<file path="src/hdl/slrg_pkg.sv">
// Shared types and constants for the stepped linear ramp generator.
// Used by slrg_muldiv and stepped_linear_ramp_generator_top.
package slrg_pkg;

	localparam int ACC_W  = 48;
	localparam int RATE_W = 18;
	localparam int TIME_W = 16;
	localparam int DIV_W  = 8;
	localparam int MULT_W = 18;
	localparam int DEN_W  = TIME_W + RATE_W;

	localparam logic [RATE_W-1:0] RATE_RESET = 18'd48000;
	localparam logic [MULT_W-1:0] MS_SCALE   = 18'd1000;
	localparam logic signed [ACC_W-1:0] INC_CAP = 48'sh7FFF_FFFF_FFFF;

	typedef enum logic [1:0] {
		OP_START = 2'd0,
		OP_TICK  = 2'd1,
		OP_SNAP  = 2'd2
	} op_t;

	typedef enum logic [4:0] {
		S_IDLE = 5'b00001,
		S_PREP = 5'b00010,
		S_CALC = 5'b00100,
		S_TLVL = 5'b01000,
		S_FIN  = 5'b10000
	} state_t;

	typedef enum logic [2:0] {
		MD_IDLE = 3'b001,
		MD_MUL  = 3'b010,
		MD_DIV  = 3'b100
	} md_phase_t;

endpackage

</file>
<file path="src/hdl/slrg_muldiv.sv">
// Iterative shift-add multiplier and restoring divider on one shared adder.
// Computes min(floor(mag * divider * 1000 * 2^16 / (time_ms * rate)), cap).
// Depends on slrg_pkg.
module slrg_muldiv #(
	parameter int LW = 32
) (
	input  logic                          clk,
	input  logic                          arst_n,
	input  logic                          start,
	input  logic [LW:0]                   mag,
	input  logic [slrg_pkg::DIV_W-1:0]    tick_divider,
	input  logic [slrg_pkg::TIME_W-1:0]   ramp_time_ms,
	input  logic [slrg_pkg::RATE_W-1:0]   control_rate,
	output logic                          done,
	output logic [slrg_pkg::ACC_W-1:0]    quotient
);

	localparam int MW = LW + 1 + slrg_pkg::MULT_W;
	localparam int NW = MW + 16;
	localparam int CW = $clog2(NW + 1);
	localparam int DW = slrg_pkg::DEN_W;
	localparam int AW = slrg_pkg::ACC_W;

	slrg_pkg::md_phase_t phase_q;
	logic [CW-1:0]                  cnt_q;
	logic [MW-1:0]                  acc_q;
	logic [LW:0]                    mag_q;
	logic [slrg_pkg::MULT_W-1:0]    m_q;
	logic [DW-1:0]                  den_q;
	logic [DW-1:0]                  rem_q;
	logic [AW-1:0]                  q_q;
	logic                           ovf_q;
	logic                           zero_q;
	logic                           done_q;

	logic [MW-1:0] opa;
	logic [MW-1:0] opb;
	logic          cin;
	logic [MW:0]   sum;
	logic [DW:0]   r_sh;
	logic          ge;

	assign r_sh = {rem_q, acc_q[MW-1]};

	always_comb begin
		opa = {acc_q[MW-2:0], 1'b0};
		opb = '0;
		cin = 1'b0;
		if (phase_q == slrg_pkg::MD_MUL) begin
			opb = m_q[slrg_pkg::MULT_W-1] ? MW'(mag_q) : '0;
		end else begin
			opa = MW'(r_sh);
			opb = ~MW'(den_q);
			cin = 1'b1;
		end
	end

	assign sum = {1'b0, opa} + {1'b0, opb} + (MW + 1)'(cin);
	assign ge  = sum[MW];

	always_ff @(posedge clk or negedge arst_n) begin
		if (!arst_n) begin
			phase_q <= slrg_pkg::MD_IDLE;
			cnt_q   <= '0;
			done_q  <= 1'b0;
		end else begin
			done_q <= (phase_q == slrg_pkg::MD_DIV) && (cnt_q == '0);
			case (phase_q)
				slrg_pkg::MD_IDLE: begin
					if (start) begin
						phase_q <= slrg_pkg::MD_MUL;
						cnt_q   <= CW'(slrg_pkg::MULT_W - 1);
					end
				end
				slrg_pkg::MD_MUL: begin
					if (cnt_q == '0) begin
						phase_q <= slrg_pkg::MD_DIV;
						cnt_q   <= CW'(NW - 1);
					end else begin
						cnt_q <= cnt_q - CW'(1);
					end
				end
				slrg_pkg::MD_DIV: begin
					if (cnt_q == '0) begin
						phase_q <= slrg_pkg::MD_IDLE;
					end else begin
						cnt_q <= cnt_q - CW'(1);
					end
				end
				default: begin
					phase_q <= slrg_pkg::MD_IDLE;
				end
			endcase
		end
	end

	always_ff @(posedge clk) begin
		case (phase_q)
			slrg_pkg::MD_IDLE: begin
				if (start) begin
					mag_q  <= mag;
					m_q    <= slrg_pkg::MULT_W'(tick_divider) * slrg_pkg::MS_SCALE;
					den_q  <= DW'(ramp_time_ms) * DW'(control_rate);
					zero_q <= (mag == '0) || (tick_divider == '0);
					acc_q  <= '0;
				end
			end
			slrg_pkg::MD_MUL: begin
				acc_q <= sum[MW-1:0];
				m_q   <= {m_q[slrg_pkg::MULT_W-2:0], 1'b0};
				if (cnt_q == '0) begin
					rem_q <= '0;
					q_q   <= '0;
					ovf_q <= 1'b0;
				end
			end
			slrg_pkg::MD_DIV: begin
				acc_q <= {acc_q[MW-2:0], 1'b0};
				rem_q <= ge ? sum[DW-1:0] : r_sh[DW-1:0];
				q_q   <= {q_q[AW-2:0], ge};
				ovf_q <= ovf_q | q_q[AW-1];
			end
			default: begin
			end
		endcase
	end

	assign done = done_q;

	always_comb begin
		if (zero_q) begin
			quotient = '0;
		end else if (ovf_q || q_q[AW-1]) begin
			quotient = slrg_pkg::INC_CAP;
		end else begin
			quotient = q_q;
		end
	end

endmodule

</file>
<file path="src/hdl/stepped_linear_ramp_generator_top.sv">
// Top level of the stepped linear ramp generator: sequencer, ramp state, output register.
// Depends on slrg_pkg and slrg_muldiv.
//
// Usage:
//   Input channel in_valid / in_stall carries operation, target_level, ramp_time_ms and
//   tick_divider. Output channel out_valid / out_stall carries level and flag, one
//   result item for every input item, in order.
//   cfg_wr_en / cfg_wr_data write control_rate; write it only while the block is idle.
//   A start item whose target differs from the stored one runs the increment through
//   the shared shift-add/subtract unit: 18 multiply steps, then LEVEL_WIDTH + 35
//   divide steps. A tick item that advances the ramp goes through S_TLVL to S_FIN;
//   all other items except that start go from idle straight to S_FIN.
//   One item is worked on at a time; in_stall is high from acceptance until the
//   result has been moved into the output register.
//   The output register holds a finished item while out_stall is high; the next
//   input item is accepted and processed meanwhile and waits for the register.
//   Reset clears the level, target and ramp state, sets control_rate to 48000 and
//   leaves both channels empty.
module stepped_linear_ramp_generator_top #(
	parameter int LEVEL_WIDTH = 32
) (
	input  logic                              clk,
	input  logic                              arst_n,
	input  logic                              cfg_wr_en,
	input  logic [slrg_pkg::RATE_W-1:0]       cfg_wr_data,
	input  logic                              in_valid,
	output logic                              in_stall,
	input  logic [1:0]                        operation,
	input  logic signed [31:0]                target_level,
	input  logic [slrg_pkg::TIME_W-1:0]       ramp_time_ms,
	input  logic [slrg_pkg::DIV_W-1:0]        tick_divider,
	output logic                              out_valid,
	input  logic                              out_stall,
	output logic signed [31:0]                level,
	output logic                              flag
);

	localparam int LW = LEVEL_WIDTH;
	localparam int TW = (LW > 32) ? LW : 32;
	localparam int AW = slrg_pkg::ACC_W;
	localparam logic signed [TW-1:0] LMAX = TW'((64'sd1 <<< (LW - 1)) - 64'sd1);
	localparam logic signed [TW-1:0] LMIN = TW'(-(64'sd1 <<< (LW - 1)));
	localparam logic signed [TW-1:0] OMAX = TW'(64'sd2147483647);
	localparam logic signed [TW-1:0] OMIN = TW'(-64'sd2147483648);
	localparam logic signed [AW:0]   AMAX = (AW + 1)'(slrg_pkg::INC_CAP);
	localparam logic signed [AW:0]   AMIN = ~AMAX;

	slrg_pkg::state_t state_q;
	logic signed [LW-1:0]          cur_q;
	logic signed [LW-1:0]          goal_q;
	logic signed [LW-1:0]          origin_q;
	logic signed [AW-1:0]          inc_q;
	logic signed [AW-1:0]          acc_q;
	logic                          active_q;
	logic [slrg_pkg::DIV_W-1:0]    div_q;
	logic [slrg_pkg::DIV_W-1:0]    tick_q;
	logic [slrg_pkg::RATE_W-1:0]   rate_q;
	logic [slrg_pkg::TIME_W-1:0]   time_q;
	logic signed [LW:0]            diff_q;
	logic                          flag_q;
	logic                          out_valid_q;
	logic signed [31:0]            level_q;
	logic                          out_flag_q;

	logic                          in_acc;
	logic signed [TW-1:0]          t_ext;
	logic signed [LW-1:0]          tgt;
	logic signed [LW:0]            diff_d;
	logic [LW:0]                   mag;
	logic                          md_start;
	logic                          md_done;
	logic [AW-1:0]                 md_q;
	logic signed [AW-1:0]          inc_d;
	logic [slrg_pkg::DIV_W-1:0]    tick_nx;
	logic signed [AW:0]            acc_sum;
	logic signed [AW-1:0]          acc_d;
	logic signed [31:0]            off;
	logic signed [TW:0]            lsum;
	logic signed [LW-1:0]          lvl;
	logic                          going;
	logic signed [TW-1:0]          c_ext;
	logic signed [31:0]            lvl_out;
	logic                          out_free;

	assign in_stall = (state_q != slrg_pkg::S_IDLE);
	assign in_acc   = in_valid && !in_stall;
	assign out_free = !out_valid_q || !out_stall;

	assign t_ext = TW'(target_level);
	always_comb begin
		if (t_ext > LMAX) begin
			tgt = LMAX[LW-1:0];
		end else if (t_ext < LMIN) begin
			tgt = LMIN[LW-1:0];
		end else begin
			tgt = t_ext[LW-1:0];
		end
	end

	assign diff_d   = (LW + 1)'(tgt) - (LW + 1)'(cur_q);
	assign mag      = diff_q[LW] ? (LW + 1)'(-diff_q) : diff_q;
	assign md_start = (state_q == slrg_pkg::S_PREP);

	slrg_muldiv #(
		.LW(LW)
	) u_muldiv (
		.clk          (clk),
		.arst_n       (arst_n),
		.start        (md_start),
		.mag          (mag),
		.tick_divider (div_q),
		.ramp_time_ms (time_q),
		.control_rate (rate_q),
		.done         (md_done),
		.quotient     (md_q)
	);

	always_comb begin
		if (md_q == '0) begin
			if (diff_q == '0) begin
				inc_d = '0;
			end else if (diff_q[LW]) begin
				inc_d = -48'sd1;
			end else begin
				inc_d = 48'sd1;
			end
		end else if (diff_q[LW]) begin
			inc_d = -$signed(md_q);
		end else begin
			inc_d = $signed(md_q);
		end
	end

	assign tick_nx = tick_q + slrg_pkg::DIV_W'(1);
	assign acc_sum = (AW + 1)'(inc_q) + (AW + 1)'(acc_q);
	always_comb begin
		if (acc_sum > AMAX) begin
			acc_d = AMAX[AW-1:0];
		end else if (acc_sum < AMIN) begin
			acc_d = AMIN[AW-1:0];
		end else begin
			acc_d = acc_sum[AW-1:0];
		end
	end

	assign off  = acc_q[AW-1:16];
	assign lsum = (TW + 1)'(origin_q) + (TW + 1)'(off);
	always_comb begin
		if (lsum > (TW + 1)'(LMAX)) begin
			lvl = LMAX[LW-1:0];
		end else if (lsum < (TW + 1)'(LMIN)) begin
			lvl = LMIN[LW-1:0];
		end else begin
			lvl = lsum[LW-1:0];
		end
		if (inc_q[AW-1] || (inc_q == '0)) begin
			going = lvl > goal_q;
		end else begin
			going = lvl < goal_q;
		end
	end

	assign c_ext = TW'(cur_q);
	always_comb begin
		if (c_ext > OMAX) begin
			lvl_out = OMAX[31:0];
		end else if (c_ext < OMIN) begin
			lvl_out = OMIN[31:0];
		end else begin
			lvl_out = c_ext[31:0];
		end
	end

	always_ff @(posedge clk or negedge arst_n) begin
		if (!arst_n) begin
			state_q     <= slrg_pkg::S_IDLE;
			cur_q       <= '0;
			goal_q      <= '0;
			origin_q    <= '0;
			inc_q       <= '0;
			acc_q       <= '0;
			active_q    <= 1'b0;
			div_q       <= '0;
			tick_q      <= '0;
			rate_q      <= slrg_pkg::RATE_RESET;
			out_valid_q <= 1'b0;
			flag_q      <= 1'b0;
		end else begin
			if (cfg_wr_en) begin
				rate_q <= cfg_wr_data;
			end
			if (out_valid_q && !out_stall && (state_q != slrg_pkg::S_FIN)) begin
				out_valid_q <= 1'b0;
			end
			case (state_q)
				slrg_pkg::S_IDLE: begin
					if (in_acc) begin
						case (slrg_pkg::op_t'(operation))
							slrg_pkg::OP_START: begin
								if (tgt != goal_q) begin
									flag_q   <= !active_q;
									goal_q   <= tgt;
									origin_q <= cur_q;
									div_q    <= tick_divider;
									tick_q   <= '0;
									acc_q    <= '0;
									active_q <= 1'b1;
									state_q  <= slrg_pkg::S_PREP;
								end else begin
									flag_q  <= 1'b0;
									state_q <= slrg_pkg::S_FIN;
								end
							end
							slrg_pkg::OP_TICK: begin
								if (active_q) begin
									if (tick_nx < div_q) begin
										tick_q  <= tick_nx;
										flag_q  <= 1'b1;
										state_q <= slrg_pkg::S_FIN;
									end else begin
										tick_q  <= '0;
										acc_q   <= acc_d;
										flag_q  <= 1'b0;
										state_q <= slrg_pkg::S_TLVL;
									end
								end else begin
									flag_q  <= 1'b0;
									state_q <= slrg_pkg::S_FIN;
								end
							end
							slrg_pkg::OP_SNAP: begin
								cur_q    <= goal_q;
								tick_q   <= '0;
								acc_q    <= '0;
								active_q <= 1'b0;
								flag_q   <= 1'b0;
								state_q  <= slrg_pkg::S_FIN;
							end
							default: begin
								flag_q  <= 1'b0;
								state_q <= slrg_pkg::S_FIN;
							end
						endcase
					end
				end
				slrg_pkg::S_PREP: begin
					state_q <= slrg_pkg::S_CALC;
				end
				slrg_pkg::S_CALC: begin
					if (md_done) begin
						inc_q   <= inc_d;
						state_q <= slrg_pkg::S_FIN;
					end
				end
				slrg_pkg::S_TLVL: begin
					if (going) begin
						cur_q  <= lvl;
						flag_q <= 1'b1;
					end else begin
						cur_q    <= goal_q;
						acc_q    <= '0;
						active_q <= 1'b0;
					end
					state_q <= slrg_pkg::S_FIN;
				end
				slrg_pkg::S_FIN: begin
					if (out_free) begin
						out_valid_q <= 1'b1;
						state_q     <= slrg_pkg::S_IDLE;
					end
				end
				default: begin
					state_q <= slrg_pkg::S_IDLE;
				end
			endcase
		end
	end

	always_ff @(posedge clk) begin
		if (in_acc) begin
			diff_q <= diff_d;
			time_q <= ramp_time_ms;
		end
		if ((state_q == slrg_pkg::S_FIN) && out_free) begin
			level_q    <= lvl_out;
			out_flag_q <= flag_q;
		end
	end

	assign out_valid = out_valid_q;
	assign level     = level_q;
	assign flag      = out_flag_q;

`ifndef SYNTH
	a_busy_after_accept: assert property (@(posedge clk) disable iff (!arst_n)
		in_acc |=> (state_q != slrg_pkg::S_IDLE))
		else $error("block idle right after accepting an item");

	a_idle_acc_clear: assert property (@(posedge clk) disable iff (!arst_n)
		!active_q |-> (acc_q == '0))
		else $error("accumulator not clear while ramp idle");

	a_tick_range: assert property (@(posedge clk) disable iff (!arst_n)
		(tick_q == '0) || (tick_q < div_q))
		else $error("tick count reached divider");

	a_done_in_calc: assert property (@(posedge clk) disable iff (!arst_n)
		md_done |-> (state_q == slrg_pkg::S_CALC))
		else $error("increment finished outside of calculation");
`endif

endmodule
</file>
<file path="config.mk">
export PLATFORM = sky130hd
export DESIGN_NAME = stepped_linear_ramp_generator_top
export DESIGN_NICKNAME = d
export VERILOG_FILES = /design/src/hdl/slrg_pkg.sv /design/src/hdl/slrg_muldiv.sv /design/src/hdl/stepped_linear_ramp_generator_top.sv
export SDC_FILE = /design/constraint.sdc
export NUM_CORES = 2
export LEC_CHECK = 0
export BUFFER_PORTS_ARGS = -buffer_cell sky130_fd_sc_hd__buf_4
export CORE_ASPECT_RATIO = 1.75
export CORE_MARGIN = 1.5
export CORE_UTILIZATION = 30
export CTS_CLUSTER_SIZE = 25
export DETAILED_ROUTE_END_ITERATION = 6
export HOLD_SLACK_MARGIN = 0.08
export SYNTH_ARGS = -nofsm -noshare
export SYNTH_HDL_FRONTEND = slang
export SYNTH_SLANG_ARGS = --single-unit
</file>
<file path="constraint.sdc">
create_clock -name clk -period 8.7 [get_ports clk]
set_clock_uncertainty 0.2 [all_clocks]
set_input_delay 0.435 -clock clk [delete_from_list [all_inputs] [get_ports clk]]
set_output_delay 0.435 -clock clk [all_outputs]
set_load 0.02 [all_outputs]
</file>
==> metrics.csv <==
metric,value,unit
Yosys Warn Count,0,
Max H-tree Level,3,
die area,151000,um2
Synth async-reset ratio,45.0,%
TritonCTS clock tree,done,
CP Data Required Time,9040,ps
global route overflow,0,
routed vias,35741,
Root Driver,clkbuf_16,
max-slew violation count,0,
status,"finished, final reports clean",
top_reg_cell synth,edfxtp_1,
I/O pin count,116,
first-pass GRT wire length,218,mm
Crit Path Max Fanout,48,
Max Cap Viol,0,
"Hold Violations, Final",0,
Critical Path Start Type,register,
synth unique cells,106,
initial core utilization,30.2,%
Die X,294,um
DRT Pass-1 Iters,6,
GRT Util Overall,18.8,%
worst skew pair latency,670,ps
drt total wl,142,mm
HP Class,input port to asynchronous set/reset pin,
Tmin final,7830,ps
Die Ht,513,um
Cells after Synth,4823,
Worst-path clk slew,60,ps
Post-synth EDFFs,299,
Clock Sinks,544,
syn avg cell area,9.25,um2
drt via density,5.20,
post-synth net total,5494,
IO buf count,115,
synthesis-to-finish area growth,13.0,%
Residual DRC,0,
DRT antenna net count,0,
critical setup path kind,register to register,
via count of the first global-routing pass,37212,
"Setup violations, final",0,
#FFs+latches synth,544,
Post-DP HPWL,110,mm
period utilization,90.1,%
Detailed Route Iter0 Violations,2005,
largest net degree at the start of global routing,131,
FMAX,0.128,GHz
CP arrival,8180,ps
placer congestion estimate,0.972,
antenna violations before repair,2,
fin nets,5511,
DR WL/cell,20.6,um
Tightest Pin Transition,1170,ps
CTS buffer count,66,
Core Footprint,148000,um2
CTS Buffer Depth,3,
Crit. End Element,register,
sequential cell area fraction in the yosys report,33.9,%
Synth Cell Area,44600,um2
cts repair resizes,0,
Row Count,187,
Final TNS setup,0,ps
unrepaired setup endpoints after global routing,false,
Max-slew headroom,21.3,%
Filler Cell Count,15266,
layout cells sized above 1,7.70,%
[cell families after synthesis]
kind of cell | synth area share [%]
compound gates | 17.3
xor+xnor | 4.65
fa+ha+maj | 20.7
buf+inv | 6.27
flops | 33.9
mux | 1.30
simple gates | 15.8
[final timing paths]
kind / end / from / depth (start not counted) / slack, ps
max: acc_q[13] / acc_q[17] / 21 / 870
min: goal_q[7] / arst_n / 2 / 160
max reg2reg: acc_q[13] / acc_q[17] / 21 / 870
min reg2reg: level[18] / c_ext[18] / 0 / 260
max in group asynchronous: u_muldiv.cnt_q[2] / arst_n / 3 / 6830
min in group clk: active_q / operation[1] / 5 / 180
[worst max-delay path: stages, from the launching register on]
cell and delay, ps:
dfrtp_1 410, ha_1 300, a211oi_1 300, nor2_1 130
a21oi_1 240, a21oi_1 250, a21oi_1 380, o31ai_1 170
a21oi_2 860, mux2_2 780, buf_4 300, o21ai_0 160
ha_1 350, nand4_1 200, nor4_1 410, inv_1 70
a31oi_1 340, or3_1 210, a21o_1 200, a21oi_4 80
or4_4 850, a221o_1 460
[through the flow]
stage / std cells / hold slack, ps / worst slack (ps) / area [um2] / util (%)
floorplan: 4823 / -60.6 / 600 / 44600 / -
global placement: 6660 / 248 / 715 / 47100 / 31.8
detailed placement: 6660 / 242 / 890 / 47100 / 31.8
CTS: 6877 / 129 / 877 / 50400 / 34.1
global route: 6878 / 208 / 448 / 50400 / 34.1
finish: 6879 / 160 / 866 / 50400 / 34.1
[layout by cell type (no fill, tap or decap), drive strengths merged, types with 63 or more instances in the layout]
master,Yosys,layout
and3,93,93
inv,405,411
ha,341,341
o21ai,334,334
dlygate4sd3,0,96
a21o,105,105
nand2,638,638
dfrtp,236,236
edfxtp,299,299
clkbuf,253,85
xnor2,182,182
nor2,300,300
nor3,66,66
a21oi,297,297
nand3,63,63
fa,249,249
buf,49,155
and2,110,110
[sequential cells by signal, indices dropped and copies added (netlist names), 7 cells and up]
name	count
u_muldiv.acc_q	51
u_muldiv.den_q	34
goal_q	32
acc_q	48
tick_q	8
u_muldiv.rem_q	34
c_ext	32
rate_q	18
origin_q	32
u_muldiv.q_q	48
time_q	16
u_muldiv.mag_q	33
div_q	8
inc_q	48
diff_q	33
u_muldiv.cnt_q	7
level	32
u_muldiv.m_q	15
[synth_stat cells (all sizes together) (10+ instances only)]
cell type | count | area [um2]
ha | 341 | 4270
fa | 249 | 4980
a221o | 46 | 460
a31o | 10 | 87.6
or2 | 18 | 113
nand4 | 58 | 369
o31ai | 32 | 274
o21ai | 334 | 1670
dfrtp | 236 | 5910
o21bai | 28 | 210
or3 | 21 | 146
mux2i | 32 | 320
o22ai | 47 | 294
xnor2 | 182 | 1590
or4 | 19 | 158
a21o | 105 | 788
o21a | 40 | 300
and3 | 93 | 582
nand3 | 63 | 315
edfxtp | 299 | 8980
a211oi | 33 | 263
mux2 | 23 | 259
nand2b | 24 | 150
buf | 49 | 319
a22o | 31 | 272
xor2 | 55 | 482
nor4 | 41 | 293
clkbuf | 253 | 950
a31oi | 32 | 206
nor2 | 300 | 1130
a21oi | 297 | 1510
nand2 | 638 | 2400
o41ai | 16 | 181
nor2b | 19 | 119
inv | 405 | 1520
nor3 | 66 | 335
and2 | 110 | 691
o211ai | 43 | 323
[layer usage]
layer  share of wire, %  vias to the layer above  track usage, %
met2                 52                      939            34.7
met1                 36                    17553            19.3
met3                3.4                      363            2.15
li1                   -                    16884               -
met4                8.0                        2            13.9
met5             0.0092                        -               0
[layout make-up]
cell class / instances / area [um2] / share of cell area (%)
clock buffers: 85 / 1870 / 3.71
multi-input cells: 3571 / 26700 / 53.1
inverters: 406 / 1530 / 3.03
diodes: 2 / 5.00 / 0.00993
repair buffers: 251 / 2160 / 4.28
well taps: 1984 / 2480 / 4.92
clock inverters: 36 / 503 / 0.998
flip-flops and latches: 544 / 15100 / 30.0
[what timing repair did]
action                                 CTS  global route
endpoints found under the hold margin  141             0
buffers inserted                         0             0
hold buffers                            96             0
Power is left out: the tool's default activity adds up to more than one toggle a clock period on the data nets, which glitch-free logic cannot reach.
